<file path="src/hw/rtl/dtt_pkg.sv">
// ----------------------------------------------------------------------------
// dtt_pkg: shared definitions of the deadline timer table
// Field widths, operation and status codes, controller/datapath signal groups.
// ----------------------------------------------------------------------------
package dtt_pkg;

	localparam int NUM_TIMERS_DEF = 16;
	localparam int MAX_RESULTS    = 16;

	localparam int OP_W     = 2;
	localparam int ID_W     = 32;
	localparam int TIME_W   = 48;
	localparam int LIM_W    = 5;
	localparam int STATUS_W = 2;
	localparam int ACNT_W   = 5;
	localparam int CNT_MAX_W = 7;
	localparam int RES_CNT_W = $clog2(MAX_RESULTS + 1);

	localparam logic [OP_W-1:0] OP_CREATE = 2'd0;
	localparam logic [OP_W-1:0] OP_CANCEL = 2'd1;
	localparam logic [OP_W-1:0] OP_TICK   = 2'd2;
	localparam logic [OP_W-1:0] OP_GET    = 2'd3;

	localparam logic [STATUS_W-1:0] ST_OK        = 2'd0;
	localparam logic [STATUS_W-1:0] ST_FULL      = 2'd1;
	localparam logic [STATUS_W-1:0] ST_NOT_FOUND = 2'd2;

	typedef struct packed {
		logic load;
		logic scan;
		logic commit;
		logic emit;
	} dtt_cmd_t;

	typedef struct packed {
		logic out_free;
		logic op_tick;
		logic fired_any;
		logic fire_at_idx;
		logic emit_last;
	} dtt_sts_t;

	function automatic int idx_w(input int depth);
		return (depth > 1) ? $clog2(depth) : 1;
	endfunction

	function automatic logic [ACNT_W-1:0] sat_count(input logic [CNT_MAX_W-1:0] cnt);
		return (cnt > CNT_MAX_W'(31)) ? ACNT_W'(31) : cnt[ACNT_W-1:0];
	endfunction

endpackage

</file>
<file path="src/hw/rtl/dtt_in_if.sv">
// ----------------------------------------------------------------------------
// dtt_in_if: request channel of the deadline timer table
// One word carries an operation with its id, time and fire limit.
// ----------------------------------------------------------------------------
interface dtt_in_if import dtt_pkg::*; ();
	logic              valid;
	logic              ready;
	logic [OP_W-1:0]   opcode;
	logic [ID_W-1:0]   timer_key;
	logic [TIME_W-1:0] time_ms;
	logic [LIM_W-1:0]  fire_cap;

	modport source (output valid, opcode, timer_key, time_ms, fire_cap, input ready);
	modport sink   (input valid, opcode, timer_key, time_ms, fire_cap, output ready);
endinterface

</file>
<file path="src/hw/rtl/dtt_out_if.sv">
// ----------------------------------------------------------------------------
// dtt_out_if: result channel of the deadline timer table
// One word carries one result of an operation.
// ----------------------------------------------------------------------------
interface dtt_out_if import dtt_pkg::*; ();
	logic                valid;
	logic                ready;
	logic [STATUS_W-1:0] status;
	logic                id_valid;
	logic [ID_W-1:0]     result_id;
	logic [TIME_W-1:0]   fire_time;
	logic [ACNT_W-1:0]   active_count;
	logic                last;

	modport source (output valid, status, id_valid, result_id, fire_time, active_count, last,
		input ready);
	modport sink   (input valid, status, id_valid, result_id, fire_time, active_count, last,
		output ready);
endinterface

</file>
<file path="src/hw/rtl/deadline_timer_table_core.sv">
// ----------------------------------------------------------------------------
// deadline_timer_table_core: table of one-shot deadline timers
// Create, cancel, get and tick over NUM_TIMERS slots of id and fire time.
// ----------------------------------------------------------------------------
// One request word is taken at a time. Every operation walks all slots through
// the id/deadline RAM read port, one slot per cycle, and passes a drain state;
// create, cancel, get and a tick that fires nothing then commit one result word
// once the output register is free. A tick that fires timers instead walks the
// fire mask again over the same read port, slot by slot up to the last fired
// one, and emits one result word per fired timer. Results wait in an output
// register; a stalled result channel holds up the commit and each emit. Slot
// busy bits sit in flip-flops, so the table is usable right after reset.
module deadline_timer_table_core import dtt_pkg::*; #(
	parameter int NUM_TIMERS = NUM_TIMERS_DEF
) (
	input  logic      clk,
	input  logic      arst_n,
	dtt_in_if.sink    req,
	dtt_out_if.source rsp
);
	dtt_cmd_t                     cmd;
	dtt_sts_t                     sts;
	logic [idx_w(NUM_TIMERS)-1:0] idx;

	dtt_ctrl #(
		.NUM_TIMERS (NUM_TIMERS)
	) u_ctrl (
		.clk       (clk),
		.arst_n    (arst_n),
		.req_valid (req.valid),
		.req_ready (req.ready),
		.sts       (sts),
		.cmd       (cmd),
		.idx       (idx)
	);

	dtt_dp #(
		.NUM_TIMERS (NUM_TIMERS)
	) u_dp (
		.clk       (clk),
		.arst_n    (arst_n),
		.cmd       (cmd),
		.idx       (idx),
		.opcode    (req.opcode),
		.timer_key (req.timer_key),
		.time_ms   (req.time_ms),
		.fire_cap  (req.fire_cap),
		.sts       (sts),
		.rsp       (rsp)
	);
endmodule

</file>
<file path="src/hw/rtl/dtt_ram.sv">
// ----------------------------------------------------------------------------
// dtt_ram: generic single-write, single-read RAM
// One write port and one read port with registered read data.
// ----------------------------------------------------------------------------
module dtt_ram import dtt_pkg::*; #(
	parameter int WIDTH = 8,
	parameter int DEPTH = 16
) (
	input  logic                      clk,
	input  logic                      wr_en,
	input  logic [idx_w(DEPTH)-1:0]   wr_addr,
	input  logic [WIDTH-1:0]          wr_data,
	input  logic [idx_w(DEPTH)-1:0]   rd_addr,
	output logic [WIDTH-1:0]          rd_data
);
	logic [WIDTH-1:0] mem [DEPTH];

	always_ff @(posedge clk) begin
		if (wr_en) begin
			mem[wr_addr] <= wr_data;
		end
		rd_data <= mem[rd_addr];
	end
endmodule

</file>
<file path="src/hw/rtl/dtt_dp.sv">
// ----------------------------------------------------------------------------
// dtt_dp: datapath of the deadline timer table
// Slot busy bits, id/deadline RAM, compare stage, fire mask and result register.
// ----------------------------------------------------------------------------
module dtt_dp import dtt_pkg::*; #(
	parameter int NUM_TIMERS = NUM_TIMERS_DEF
) (
	input  logic                          clk,
	input  logic                          arst_n,
	input  dtt_cmd_t                      cmd,
	input  logic [idx_w(NUM_TIMERS)-1:0]  idx,
	input  logic [OP_W-1:0]               opcode,
	input  logic [ID_W-1:0]               timer_key,
	input  logic [TIME_W-1:0]             time_ms,
	input  logic [LIM_W-1:0]              fire_cap,
	output dtt_sts_t                      sts,
	dtt_out_if.source                     rsp
);
	localparam int IDX_W = idx_w(NUM_TIMERS);
	localparam int CNT_W = $clog2(NUM_TIMERS + 1);
	localparam int ENT_W = ID_W + TIME_W;

	logic [OP_W-1:0]       op_q;
	logic [ID_W-1:0]       id_q;
	logic [TIME_W-1:0]     time_q;
	logic [LIM_W-1:0]      lim_q;
	logic [NUM_TIMERS-1:0] busy_q;
	logic [NUM_TIMERS-1:0] fire_q;
	logic [CNT_W-1:0]      count_q;
	logic                  found_q;
	logic                  free_q;
	logic [IDX_W-1:0]      found_idx_q;
	logic [IDX_W-1:0]      free_idx_q;
	logic [TIME_W-1:0]     found_time_q;
	logic [RES_CNT_W-1:0]  k_q;
	logic [RES_CNT_W-1:0]  e_q;
	logic                  cmp_s1;
	logic [IDX_W-1:0]      idx_s1;
	logic                  out_valid_q;

	logic                  wr_en;
	logic [IDX_W-1:0]      wr_addr;
	logic [ENT_W-1:0]      rd_data;
	logic [ID_W-1:0]       rd_ident;
	logic [TIME_W-1:0]     rd_time;
	logic                  op_tick;
	logic                  hit;
	logic                  expired;
	logic                  take_free;

	logic [STATUS_W-1:0]   s_status;
	logic                  s_valid;
	logic [ID_W-1:0]       s_id;
	logic [TIME_W-1:0]     s_time;
	logic [CNT_W-1:0]      s_count;

	dtt_ram #(
		.WIDTH (ENT_W),
		.DEPTH (NUM_TIMERS)
	) u_slot_ram (
		.clk     (clk),
		.wr_en   (wr_en),
		.wr_addr (wr_addr),
		.wr_data ({id_q, time_q}),
		.rd_addr (idx),
		.rd_data (rd_data)
	);

	assign rd_ident  = rd_data[ENT_W-1:TIME_W];
	assign rd_time   = rd_data[TIME_W-1:0];
	assign op_tick   = (op_q == OP_TICK);
	assign hit       = cmp_s1 && busy_q[idx_s1] && (rd_ident == id_q) && !found_q;
	assign expired   = cmp_s1 && busy_q[idx_s1] && (rd_time <= time_q) && (k_q < lim_q);
	assign take_free = cmp_s1 && !busy_q[idx_s1] && !free_q;

	assign wr_en   = cmd.commit && (op_q == OP_CREATE) && (found_q || free_q);
	assign wr_addr = found_q ? found_idx_q : free_idx_q;

	always_comb begin
		s_status = ST_OK;
		s_valid  = 1'b0;
		s_id     = '0;
		s_time   = '0;
		s_count  = count_q;
		case (op_q)
			OP_CREATE: begin
				if (!found_q) begin
					if (free_q) begin
						s_count = count_q + CNT_W'(1);
					end else begin
						s_status = ST_FULL;
					end
				end
			end
			OP_CANCEL: begin
				if (found_q) begin
					s_count = count_q - CNT_W'(1);
				end else begin
					s_status = ST_NOT_FOUND;
				end
			end
			OP_GET: begin
				if (found_q) begin
					s_valid = 1'b1;
					s_id    = id_q;
					s_time  = found_time_q;
				end else begin
					s_status = ST_NOT_FOUND;
				end
			end
			default: begin
			end
		endcase
	end

	always_ff @(posedge clk or negedge arst_n) begin
		if (!arst_n) begin
			busy_q      <= '0;
			fire_q      <= '0;
			count_q     <= '0;
			found_q     <= 1'b0;
			free_q      <= 1'b0;
			k_q         <= '0;
			e_q         <= '0;
			cmp_s1      <= 1'b0;
			out_valid_q <= 1'b0;
		end else begin
			cmp_s1 <= cmd.scan;
			if (cmd.load) begin
				found_q <= 1'b0;
				free_q  <= 1'b0;
				k_q     <= '0;
				e_q     <= '0;
				fire_q  <= '0;
			end
			if (cmp_s1) begin
				if (op_tick) begin
					if (expired) begin
						busy_q[idx_s1] <= 1'b0;
						fire_q[idx_s1] <= 1'b1;
						k_q            <= k_q + RES_CNT_W'(1);
						count_q        <= count_q - CNT_W'(1);
					end
				end else begin
					if (hit) begin
						found_q <= 1'b1;
					end
					if (take_free) begin
						free_q <= 1'b1;
					end
				end
			end
			if (cmd.commit) begin
				if ((op_q == OP_CREATE) && !found_q && free_q) begin
					busy_q[free_idx_q] <= 1'b1;
				end
				if ((op_q == OP_CANCEL) && found_q) begin
					busy_q[found_idx_q] <= 1'b0;
				end
				count_q <= s_count;
			end
			if (cmd.emit) begin
				e_q <= e_q + RES_CNT_W'(1);
			end
			if (cmd.commit || cmd.emit) begin
				out_valid_q <= 1'b1;
			end else if (rsp.ready) begin
				out_valid_q <= 1'b0;
			end
		end
	end

	always_ff @(posedge clk) begin
		idx_s1 <= idx;
		if (cmd.load) begin
			op_q   <= opcode;
			id_q   <= timer_key;
			time_q <= time_ms;
			lim_q  <= (fire_cap > LIM_W'(MAX_RESULTS)) ? LIM_W'(MAX_RESULTS) : fire_cap;
		end
		if (!op_tick && hit) begin
			found_idx_q  <= idx_s1;
			found_time_q <= rd_time;
		end
		if (!op_tick && take_free) begin
			free_idx_q <= idx_s1;
		end
		if (cmd.commit) begin
			rsp.status       <= s_status;
			rsp.id_valid     <= s_valid;
			rsp.result_id    <= s_id;
			rsp.fire_time    <= s_time;
			rsp.active_count <= sat_count(CNT_MAX_W'(s_count));
			rsp.last         <= 1'b1;
		end else if (cmd.emit) begin
			rsp.status       <= ST_OK;
			rsp.id_valid     <= 1'b1;
			rsp.result_id    <= rd_ident;
			rsp.fire_time    <= '0;
			rsp.active_count <= sat_count(CNT_MAX_W'(count_q));
			rsp.last         <= sts.emit_last;
		end
	end

	assign rsp.valid       = out_valid_q;
	assign sts.out_free    = !out_valid_q || rsp.ready;
	assign sts.op_tick     = op_tick;
	assign sts.fired_any   = (k_q != '0);
	assign sts.fire_at_idx = fire_q[idx];
	assign sts.emit_last   = (RES_CNT_W'(e_q + RES_CNT_W'(1)) == k_q);

`ifndef SYNTHESIS
	a_count_matches_busy: assert property (@(posedge clk) disable iff (!arst_n)
		count_q == CNT_W'($countones(busy_q)))
		else $error("active count disagrees with busy slots");

	a_fired_matches_mask: assert property (@(posedge clk) disable iff (!arst_n)
		k_q == RES_CNT_W'($countones(fire_q)))
		else $error("fired count disagrees with fire mask");

	a_load_needs_room: assert property (@(posedge clk) disable iff (!arst_n)
		(cmd.commit || cmd.emit) |-> (!out_valid_q || rsp.ready))
		else $error("result register overwritten while held");

	a_emit_marked_slot: assert property (@(posedge clk) disable iff (!arst_n)
		cmd.emit |-> fire_q[idx])
		else $error("emit from a slot that did not fire");
`endif
endmodule

</file>
<file path="src/hw/rtl/dtt_ctrl.sv">
// ----------------------------------------------------------------------------
// dtt_ctrl: controller of the deadline timer table
// Sequences accept, slot scan, commit and the fired-timer emit walk.
// ----------------------------------------------------------------------------
module dtt_ctrl import dtt_pkg::*; #(
	parameter int NUM_TIMERS = NUM_TIMERS_DEF
) (
	input  logic                          clk,
	input  logic                          arst_n,
	input  logic                          req_valid,
	output logic                          req_ready,
	input  dtt_sts_t                      sts,
	output dtt_cmd_t                      cmd,
	output logic [idx_w(NUM_TIMERS)-1:0]  idx
);
	localparam int IDX_W = idx_w(NUM_TIMERS);
	localparam logic [IDX_W-1:0] IDX_LAST = IDX_W'(NUM_TIMERS - 1);

	localparam logic [2:0] S_IDLE      = 3'd0;
	localparam logic [2:0] S_SCAN      = 3'd1;
	localparam logic [2:0] S_DRAIN     = 3'd2;
	localparam logic [2:0] S_COMMIT    = 3'd3;
	localparam logic [2:0] S_EMIT_RD   = 3'd4;
	localparam logic [2:0] S_EMIT_WAIT = 3'd5;

	logic [2:0]       state_q;
	logic [2:0]       state_d;
	logic [IDX_W-1:0] idx_q;
	logic [IDX_W-1:0] idx_d;

	always_comb begin
		cmd       = '0;
		state_d   = state_q;
		idx_d     = idx_q;
		req_ready = (state_q == S_IDLE);
		case (state_q)
			S_IDLE: begin
				if (req_valid) begin
					cmd.load = 1'b1;
					idx_d    = '0;
					state_d  = S_SCAN;
				end
			end
			S_SCAN: begin
				cmd.scan = 1'b1;
				if (idx_q == IDX_LAST) begin
					state_d = S_DRAIN;
				end else begin
					idx_d = idx_q + IDX_W'(1);
				end
			end
			S_DRAIN: begin
				state_d = S_COMMIT;
			end
			S_COMMIT: begin
				if (sts.op_tick && sts.fired_any) begin
					idx_d   = '0;
					state_d = S_EMIT_RD;
				end else if (sts.out_free) begin
					cmd.commit = 1'b1;
					state_d    = S_IDLE;
				end
			end
			S_EMIT_RD: begin
				if (sts.fire_at_idx) begin
					state_d = S_EMIT_WAIT;
				end else if (idx_q == IDX_LAST) begin
					state_d = S_IDLE;
				end else begin
					idx_d = idx_q + IDX_W'(1);
				end
			end
			S_EMIT_WAIT: begin
				if (sts.out_free) begin
					cmd.emit = 1'b1;
					if (sts.emit_last) begin
						state_d = S_IDLE;
					end else begin
						idx_d   = idx_q + IDX_W'(1);
						state_d = S_EMIT_RD;
					end
				end
			end
			default: begin
				state_d = S_IDLE;
			end
		endcase
	end

	always_ff @(posedge clk or negedge arst_n) begin
		if (!arst_n) begin
			state_q <= S_IDLE;
			idx_q   <= '0;
		end else begin
			state_q <= state_d;
			idx_q   <= idx_d;
		end
	end

	assign idx = idx_q;

`ifndef SYNTHESIS
	a_wait_on_fired_slot: assert property (@(posedge clk) disable iff (!arst_n)
		(state_q == S_EMIT_WAIT) |-> sts.fire_at_idx)
		else $error("emit wait on a slot that did not fire");

	a_drain_to_commit: assert property (@(posedge clk) disable iff (!arst_n)
		(state_q == S_DRAIN) |=> (state_q == S_COMMIT))
		else $error("compare drain not followed by commit");

	a_emit_only_on_tick: assert property (@(posedge clk) disable iff (!arst_n)
		((state_q == S_EMIT_RD) || (state_q == S_EMIT_WAIT)) |-> (sts.op_tick && sts.fired_any))
		else $error("emit walk without fired timers");
`endif
endmodule

</file>
<file path="src/flat_wrapper.sv">
// flat-port wrapper written by rule: the top's interface ports become plain ports
module deadline_timer_table_core_flat import dtt_pkg::*;
#(
	parameter int NUM_TIMERS = NUM_TIMERS_DEF
)
  (clk, arst_n, req_valid, req_opcode, req_timer_key, req_time_ms, req_fire_cap, req_ready, rsp_valid, rsp_status, rsp_id_valid, rsp_result_id, rsp_fire_time, rsp_active_count, rsp_last, rsp_ready);
  dtt_in_if req_i ();
  dtt_out_if rsp_i ();
  input  logic clk;
  input  logic arst_n;
  input wire logic [$bits(req_i.valid)-1:0] req_valid;
  input wire logic [$bits(req_i.opcode)-1:0] req_opcode;
  input wire logic [$bits(req_i.timer_key)-1:0] req_timer_key;
  input wire logic [$bits(req_i.time_ms)-1:0] req_time_ms;
  input wire logic [$bits(req_i.fire_cap)-1:0] req_fire_cap;
  output wire logic [$bits(req_i.ready)-1:0] req_ready;
  output wire logic [$bits(rsp_i.valid)-1:0] rsp_valid;
  output wire logic [$bits(rsp_i.status)-1:0] rsp_status;
  output wire logic [$bits(rsp_i.id_valid)-1:0] rsp_id_valid;
  output wire logic [$bits(rsp_i.result_id)-1:0] rsp_result_id;
  output wire logic [$bits(rsp_i.fire_time)-1:0] rsp_fire_time;
  output wire logic [$bits(rsp_i.active_count)-1:0] rsp_active_count;
  output wire logic [$bits(rsp_i.last)-1:0] rsp_last;
  input wire logic [$bits(rsp_i.ready)-1:0] rsp_ready;
  assign req_i.valid = req_valid;
  assign req_i.opcode = req_opcode;
  assign req_i.timer_key = req_timer_key;
  assign req_i.time_ms = req_time_ms;
  assign req_i.fire_cap = req_fire_cap;
  assign req_ready = req_i.ready;
  assign rsp_valid = rsp_i.valid;
  assign rsp_status = rsp_i.status;
  assign rsp_id_valid = rsp_i.id_valid;
  assign rsp_result_id = rsp_i.result_id;
  assign rsp_fire_time = rsp_i.fire_time;
  assign rsp_active_count = rsp_i.active_count;
  assign rsp_last = rsp_i.last;
  assign rsp_i.ready = rsp_ready;
  deadline_timer_table_core #(.NUM_TIMERS(NUM_TIMERS)) u_core (.clk(clk), .arst_n(arst_n), .req(req_i), .rsp(rsp_i));
endmodule
</file>
<file path="config.mk">
export PLATFORM = sky130hd
export DESIGN_NAME = deadline_timer_table_core_flat
export DESIGN_NICKNAME = d
export VERILOG_FILES = /design/src/hw/rtl/dtt_pkg.sv /design/src/hw/rtl/dtt_in_if.sv /design/src/hw/rtl/dtt_out_if.sv /design/src/hw/rtl/deadline_timer_table_core.sv /design/src/hw/rtl/dtt_ram.sv /design/src/hw/rtl/dtt_dp.sv /design/src/hw/rtl/dtt_ctrl.sv /design/src/flat_wrapper.sv
export SDC_FILE = /design/constraint.sdc
export NUM_CORES = 2
export LEC_CHECK = 0
export ABC_AREA = 1
export BUFFER_PORTS_ARGS = -buffer_cell sky130_fd_sc_hd__buf_2
export CAP_MARGIN = 20
export CORE_MARGIN = 2
export CORE_UTILIZATION = 45
export CTS_BUF_LIST = sky130_fd_sc_hd__clkbuf_2
export CTS_CLUSTER_DIAMETER = 60
export DETAILED_ROUTE_END_ITERATION = 8
export GPL_ROUTABILITY_DRIVEN = 0
export PLACE_DENSITY_LB_ADDON = 0.05
export SYNTH_ARGS = -nofsm -noshare
export SYNTH_HDL_FRONTEND = slang
export SYNTH_SLANG_ARGS = --single-unit
</file>
<file path="constraint.sdc">
create_clock -name clk -period 7.5 [get_ports clk]
set_input_delay 0 -clock clk [delete_from_list [all_inputs] [get_ports clk]]
set_output_delay 0 -clock clk [all_outputs]
set_load 0.005 [all_outputs]
</file>
[Word level (Yosys, flattened, before mapping)]
Memories as Yosys holds them, arrays and structs flattened. A register that Yosys moved wholly into a read port is not among the register bits.
Index checks and enable logic that the tools add are counted.
Storage, ports and cells
  register bits: 294
  memory bits (writable): 1280
  output and inout port bits: 91
  word-level logic and storage cells: 197
  memories kept: 1
Memories
  u_core.u_dp.u_slot_ram.mem: words 16, bits a word 80, read ports 1, clocked after Yosys merged registers in 1, wr ports 1, RTL line dtt_ram.sv:16  | logic [WIDTH-1:0] mem [DEPTH];
Cells by class
  add/sub/neg operators: 5
  magnitude comparators: 10
  equal/unequal tests: 19
  multiplexer cells: 91
  bitwise gates (word level): 6
  reduce and logical (&&, ||, !) cells: 40
Operators with widths (number)
  48-bit two-way mux: 4
  16-bit two-way mux: 11
  32-bit two-way mux: 4
  5-bit two-way mux: 15
  48-bit less-or-equal comparator: 1
  16-bit bitwise AND: 2
  32-bit equality test: 1
  16-bit NOT: 2
  16-bit bitwise OR: 2
  1-bit two-way mux: 30
  4-bit two-way mux: 7
  3-bit two-way mux: 8
  4-bit by 5-bit < comparator with 1-bit output (second input constant): 4
  4-bit one-hot mux with 5 select lines: 1
  1-bit logical AND: 18
  3-bit one-hot mux with 6 select lines: 1
  5-bit by 1-bit adder with 5-bit output (second input constant): 3
  1-bit demux with 4-bit select: 3
  4-bit by 1-bit >= comparator with 1-bit output (second input constant): 3
  2-bit nonzero test: 6
  2-bit inequality test (second input constant): 5
  5-bit one-hot mux with 2 select lines: 1
  5-bit nonzero test: 2
  1-bit binary-select mux with 4-bit select: 2
  other kinds (23): 35

[Depth between registers and ports, before layout]
  depth in word-level cells: 15
  mapped depth: 20
  depth with buffers taken out: 19

[Modules after synthesis]
Synthesis repeated with hierarchy kept, for this count alone.
Second synthesis, totals
  cell total of the unflattened synthesis: 6552
  area total of the unflattened synthesis: 69739.4 µm²
By module, submodules not included
  dtt_ram: instances 1, cells an instance 5255, area each 56192.6 µm², seq. area each 40038.4 µm²
  dtt_dp: instances 1, cells an instance 1205, area each 12939.9 µm², seq. area each 8313.0 µm²
  dtt_ctrl: instances 1, cells an instance 92, area each 606.8 µm², seq. area each 175.2 µm²

[Least setup slack after synthesis]
Ideal clock, no wire load.
  path kind: register to register
  start point: register u_core.u_dp.k_q[0]
  end point: memory u_core.u_dp.u_slot_ram.mem[0][0] (netlist bit) (enable)
  setup time: 0.519 ns
  data arrival time: 4.789 ns
  required time: 6.981 ns
  setup slack: 2.191 ns
  stages on the path, launching flop included: 9
  path buffers: 0
  period minus slack after synthesis: 5.309 ns
  cell sequence: dfrtp_1 inv_1 ha_1 a41oi_2 nor2_2 nand2_4 a211oi_2 nand3_1 nor2_1
Between the ends
  cells in the longest elaborated chain, start to end: 8
RTL lines
  start: declaration: RTL line dtt_dp.sv:35  | logic [RES_CNT_W-1:0] k_q;
  start signal: assignment: RTL line dtt_dp.sv:141  | k_q <= k_q + RES_CNT_W'(1);
  5-bit nonzero test: RTL line dtt_dp.sv:208  | assign sts.fired_any = (k_q != '0);
  1-bit logical AND: RTL line dtt_ctrl.sv:56  | if (sts.op_tick && sts.fired_any) begin
  1-bit two-way mux: RTL line dtt_ctrl.sv:56
  1-bit two-way mux: RTL line dtt_ctrl.sv:36  | case (state_q)
  1-bit logical AND (2 in a row): RTL line dtt_dp.sv:76  | assign wr_en = cmd.commit && (op_q == OP_CREATE) && (found_q || free_q);
  1-bit two-way mux: RTL line dtt_ram.sv:19  | if (wr_en) begin
  1-bit two-way mux (not written as such): RTL line dtt_ram.sv:20  | mem[wr_addr] <= wr_data;
  end: declaration: RTL line dtt_ram.sv:16
Every way passes these cells.

[Final worst setup path]
  start point: register u_core.u_dp.out_valid_q (netlist: u_core.u_dp.rsp.valid)
  end point: memory u_core.u_dp.u_slot_ram.mem[0][33] (netlist bit) (enable)
Between the ends
  cells in the longest elaborated chain, start to end: 9
RTL lines
  start: declaration: RTL line dtt_dp.sv:39  | logic out_valid_q;
  start signal: assignment: RTL line dtt_dp.sv:126  | out_valid_q <= 1'b0;
  start signal: assignment: RTL line dtt_dp.sv:166  | out_valid_q <= 1'b1;
  start signal: assignment: RTL line dtt_dp.sv:168  | out_valid_q <= 1'b0;
  1-bit logical NOT: RTL line dtt_dp.sv:206  | assign sts.out_free = !out_valid_q || rsp.ready;
  1-bit logical OR: RTL line dtt_dp.sv:206
  1-bit two-way mux: RTL line dtt_ctrl.sv:59  | end else if (sts.out_free) begin
  1-bit two-way mux: RTL line dtt_ctrl.sv:56
  1-bit two-way mux: RTL line dtt_ctrl.sv:36
  1-bit logical AND (2 in a row): RTL line dtt_dp.sv:76
  1-bit two-way mux: RTL line dtt_ram.sv:19
  1-bit two-way mux (not written as such): RTL line dtt_ram.sv:20
Every way passes these cells.

==> impl_metrics.csv <==
group,metric,value,unit
power_and_ir_drop,pwr_density_cell,300,nW/um^2
sta,setup_repair_after_global_routing_missed_its_margin,"false",
yosys,postSynthRegisterBits,1654,
sta,finalHoldWorstSlack,0.295,ns
cells_and_area,syn2layout_area_growth,16.3,%
detailed_routing,route.final.wire_length,183000,um
yosys,synthFlopType,"sky130_fd_sc_hd__edfxtp_1",
detailed_routing,route.detailed.drc,0,
sta,final.setup.tns,0,ns
cts,numCtsBuffers,438,
sta,fin_crit_sh,61.1,%
worst_setup_path,crit_arrival,5.88,ns
floorplanning,die_h,382,um
floorplanning,io_pins,182,
hold_path,hold_path_depth,4,
detailed_routing,wl_per_cell,23.3,um
run_status,run_status,"complete, no violations",
sta,hold_violations,0,
detailed_routing,routed.top_layer,"met4",
floorplanning,floorplan.initialDensity,45.4,%
detailed_routing,detailedRoute.firstPassIterationCount,5,
floorplanning,die_area,146000,sq um
worst_setup_path,endpoint_kind,"flop",
sta,finClkSkew,0.147,ns
floorplanning,coreArea,142000,sq um
cts,ctsHoldBuffers,357,
power_and_ir_drop,vdd_drop_max,0.182,mV
sta,setup_viol,0,
cts,clkTransAtPathRegs,0.11,ns
cts,cts_num_sinks,1654,
cts,clockRootBuffer,"sky130_fd_sc_hd__clkbuf_2",
hold_path,hold_path_end,"u_core.u_dp.time_q[30]",
detailed_routing,dr_wl_met3,10200,um
yosys,synth-edff-count,1511,
yosys,synth_cell_types,48,
yosys,ys_warn_count,0,
floorplanning,die_width,382,um
detailed_routing,drtIter0Drc,3441,
detailed_routing,vias,42500,
global_routing,grt_max_degree,199,
placement,port_buffers,181,
sta,finalMaxSlewViolations,0,
cts,clock_tree.buffer_depth,4,
hold_path,hold_start,"req_time_ms[30]",
worst_setup_path,timing.reg2reg.worst_path_depth,9,
cells_and_area,fill_cells,12500,
cells_and_area,layout.cells.most_common,"sky130_fd_sc_hd__edfxtp_1",
run,drv.max_cap_violation_count,0,
cts,post_cts_resize_count,0,
power_and_ir_drop,design_power_total,22400,uW
sta,achievable-frequency,218,MHz
sta,timing.final.ws_setup,2.92,ns
global_routing,track_usage,24.9,%
global_routing,grt_overflow,0,
worst_setup_path,ff2ff_setup_slack,2.92,ns
sta,timing.max_slew.rel_slack,21.8,%
yosys,postSynthCellCount,4858,
cts,htree_levels,5,
placement,place_hpwl,89500,um
worst_setup_path,worstReg2RegStart,"u_core.u_dp.rsp.valid",
power_and_ir_drop,total_leakage_power,0.0267,uW
detailed_routing,via_per_inst,5.41,
global_routing,grt_pass1_wl,271000,um
yosys,ys_async_sr_fraction,3.51,%
placement,place_ws,3.00,ns
detailed_routing,met1_length,81900,um
detailed_routing,ant_nets,0,
detailed_routing,detailroute.wirelength.met2,87000,um
worst_setup_path,data_required_time_of_the_critical_path,8.80,ns
cts,cts_tree,"built",
global_routing,number_of_antenna_violations_at_the_first_check_in_global_routing,5,
yosys,syn-cell-area,64200,sq um
hold_path,worst_hold_path_type,"primary input to flop",
yosys,postSynthNetCount,5007,
global_routing,vias_in_the_first_global_route,42600,
yosys,synthesis.area_per_instance,13.2,sq um
yosys,synth-seq-area-share,75.5,%
cts,clk-insertion-delay-late,1.74,ns
worst_setup_path,endpoint_of_the_lowest_slack_register_to_register_path,"u_core.u_dp.u_slot_ram.mem[0][33]",
worst_setup_path,setup.worst_path.class,"flop to flop",
sta,timing_worst_slew_pin_value,1.17,ns
cells_and_area,highest_count_cells_in_the_layout_ignoring_fill_and_taps,"sky130_fd_sc_hd__edfxtp_1, sky130_fd_sc_hd__nor2_1, sky130_fd_sc_hd__o21ai_0, sky130_fd_sc_hd__clkbuf_2, sky130_fd_sc_hd__nand2_1",
sta,layout_min_cycle_time,4.58,ns
cts,post_cts.repair.setup_buffers,0,
worst_setup_path,crit_fanout,34,
cells_and_area,nets,5766,
worst_setup_path,critical_path_source_type,"flop",
cells_and_area,drive_gt1_share,16.7,%
floorplanning,num_rows,138,
-- critical path, stage by stage (launching register included) --
cell and delay, ns:
sky130_fd_sc_hd__dfrtp_1 0.39, sky130_fd_sc_hd__inv_1 0.06, sky130_fd_sc_hd__nor2_1 0.03, sky130_fd_sc_hd__dlygate4sd3_1 0.59
sky130_fd_sc_hd__inv_1 0.14, sky130_fd_sc_hd__nand2_4 0.33, sky130_fd_sc_hd__a211oi_2 0.55, sky130_fd_sc_hd__nand3_1 0.43
sky130_fd_sc_hd__nor2_4 0.94, sky130_fd_sc_hd__buf_4 0.72
-- cells in the mapped netlist (all sizes together) (10+ instances only) --
| master | n | area [sq um] |
|---|---|---|
| o211ai | 38 | 295 |
| ha | 58 | 726 |
| o221ai | 130 | 1140 |
| a21oi | 44 | 220 |
| dfxtp | 85 | 1700 |
| inv | 234 | 878 |
| nor2 | 784 | 2970 |
| nand2 | 420 | 1590 |
| o21ai | 729 | 3660 |
| o22ai | 212 | 1420 |
| xnor2 | 17 | 149 |
| edfxtp | 1511 | 45400 |
| xor2 | 16 | 140 |
| nand3 | 187 | 941 |
| nand4 | 18 | 153 |
| buf | 76 | 405 |
| dfrtp | 58 | 1450 |
| nor3 | 10 | 50.1 |
| clkbuf | 207 | 781 |
-- how the worst max path moves through the flow --
| stage | start | to | cells past startpoint |
|---|---|---|---|
| after floorplan | u_core.u_dp.k_q[0] | u_core.u_dp.u_slot_ram.mem[0][0] | 8 |
| after global placement | u_core.u_dp.k_q[0] | u_core.u_dp.u_slot_ram.mem[0][37] | 9 |
| after detailed placement | u_core.u_dp.k_q[0] | u_core.u_dp.u_slot_ram.mem[0][37] | 9 |
| after CTS | u_core.u_dp.rsp.valid | u_core.u_dp.u_slot_ram.mem[0][33] | 9 |
| after global routing | u_core.u_dp.rsp.valid | u_core.u_dp.u_slot_ram.mem[0][5] | 9 |
| final | u_core.u_dp.rsp.valid | u_core.u_dp.u_slot_ram.mem[0][33] | 9 |
-- cells by family (layout without fill, tap and decap cells) --
group,Yosys count,count (layout),share of synthesized area (%)
mux,1,1,0.0175
fa+ha+maj,58,58,1.13
flops,1654,1654,75.5
compound gates,1162,1162,10.6
buf+inv,518,1627,3.22
other cells,0,6,0
xor+xnor,33,33,0.450
simple gates,1432,1432,9.02
-- stage by stage --
step / instance area [sq um] / instances / util, %
4_1_cts: 74700 / 7857 / 52.7
2_1_floorplan: 64200 / 4858 / -
3_3_place_gp: 67200 / 6709 / 47.4
6_report: 74700 / 7863 / 52.8
5_1_grt: 74700 / 7861 / 52.8
3_5_place_dp: 67200 / 6710 / 47.5
-- metal layers --
layer	GRT usage (%)	vias to the layer above
met3	4.25	302
met1	34.4	21200
met2	40.3	1364
li1	-	19600
met4	8.22	0
met5	0	-
-- power by group --
group | internal (uW) | switching, uW | leakage [uW] | total [uW]
combinational | 1440 | 3080 | 0.00859 | 4520
sequential | 11000 | 770 | 0.0151 | 11800
clock | 2440 | 3710 | 0.00302 | 6160
-- area by class of cell --
| class | count | area (sq um) | area share [%] |
|---|---|---|---|
| multi-input combinational | 2686 | 13800 | 18.5 |
| timing repair buffer | 602 | 5190 | 6.95 |
| tap | 1890 | 2360 | 3.17 |
| clock inverter | 143 | 663 | 0.888 |
| sequential | 1654 | 48500 | 65.0 |
| antenna | 6 | 15.0 | 0.0201 |
| clock buffer | 647 | 3240 | 4.34 |
| inverter | 235 | 905 | 1.21 |
-- sequential cells by signal (all words and copies together) (netlist names), 5 cells and up --
signal                          count
u_core.u_dp.e_q                     5
u_core.u_dp.u_slot_ram.rd_data     80
u_core.u_dp.busy_q                 16
u_core.u_dp.rsp.result_id          32
u_core.u_dp.found_time_q           48
u_core.u_dp.k_q                     5
u_core.u_dp.rsp.active_count        5
u_core.u_dp.fire_q                 16
u_core.u_dp.u_slot_ram.mem       1280
u_core.u_dp.rsp.fire_time          48
u_core.u_dp.id_q                   32
u_core.u_dp.lim_q                   5
u_core.u_dp.count_q                 5
u_core.u_dp.time_q                 48
Note: power is estimated with default switching activity, not from simulation.
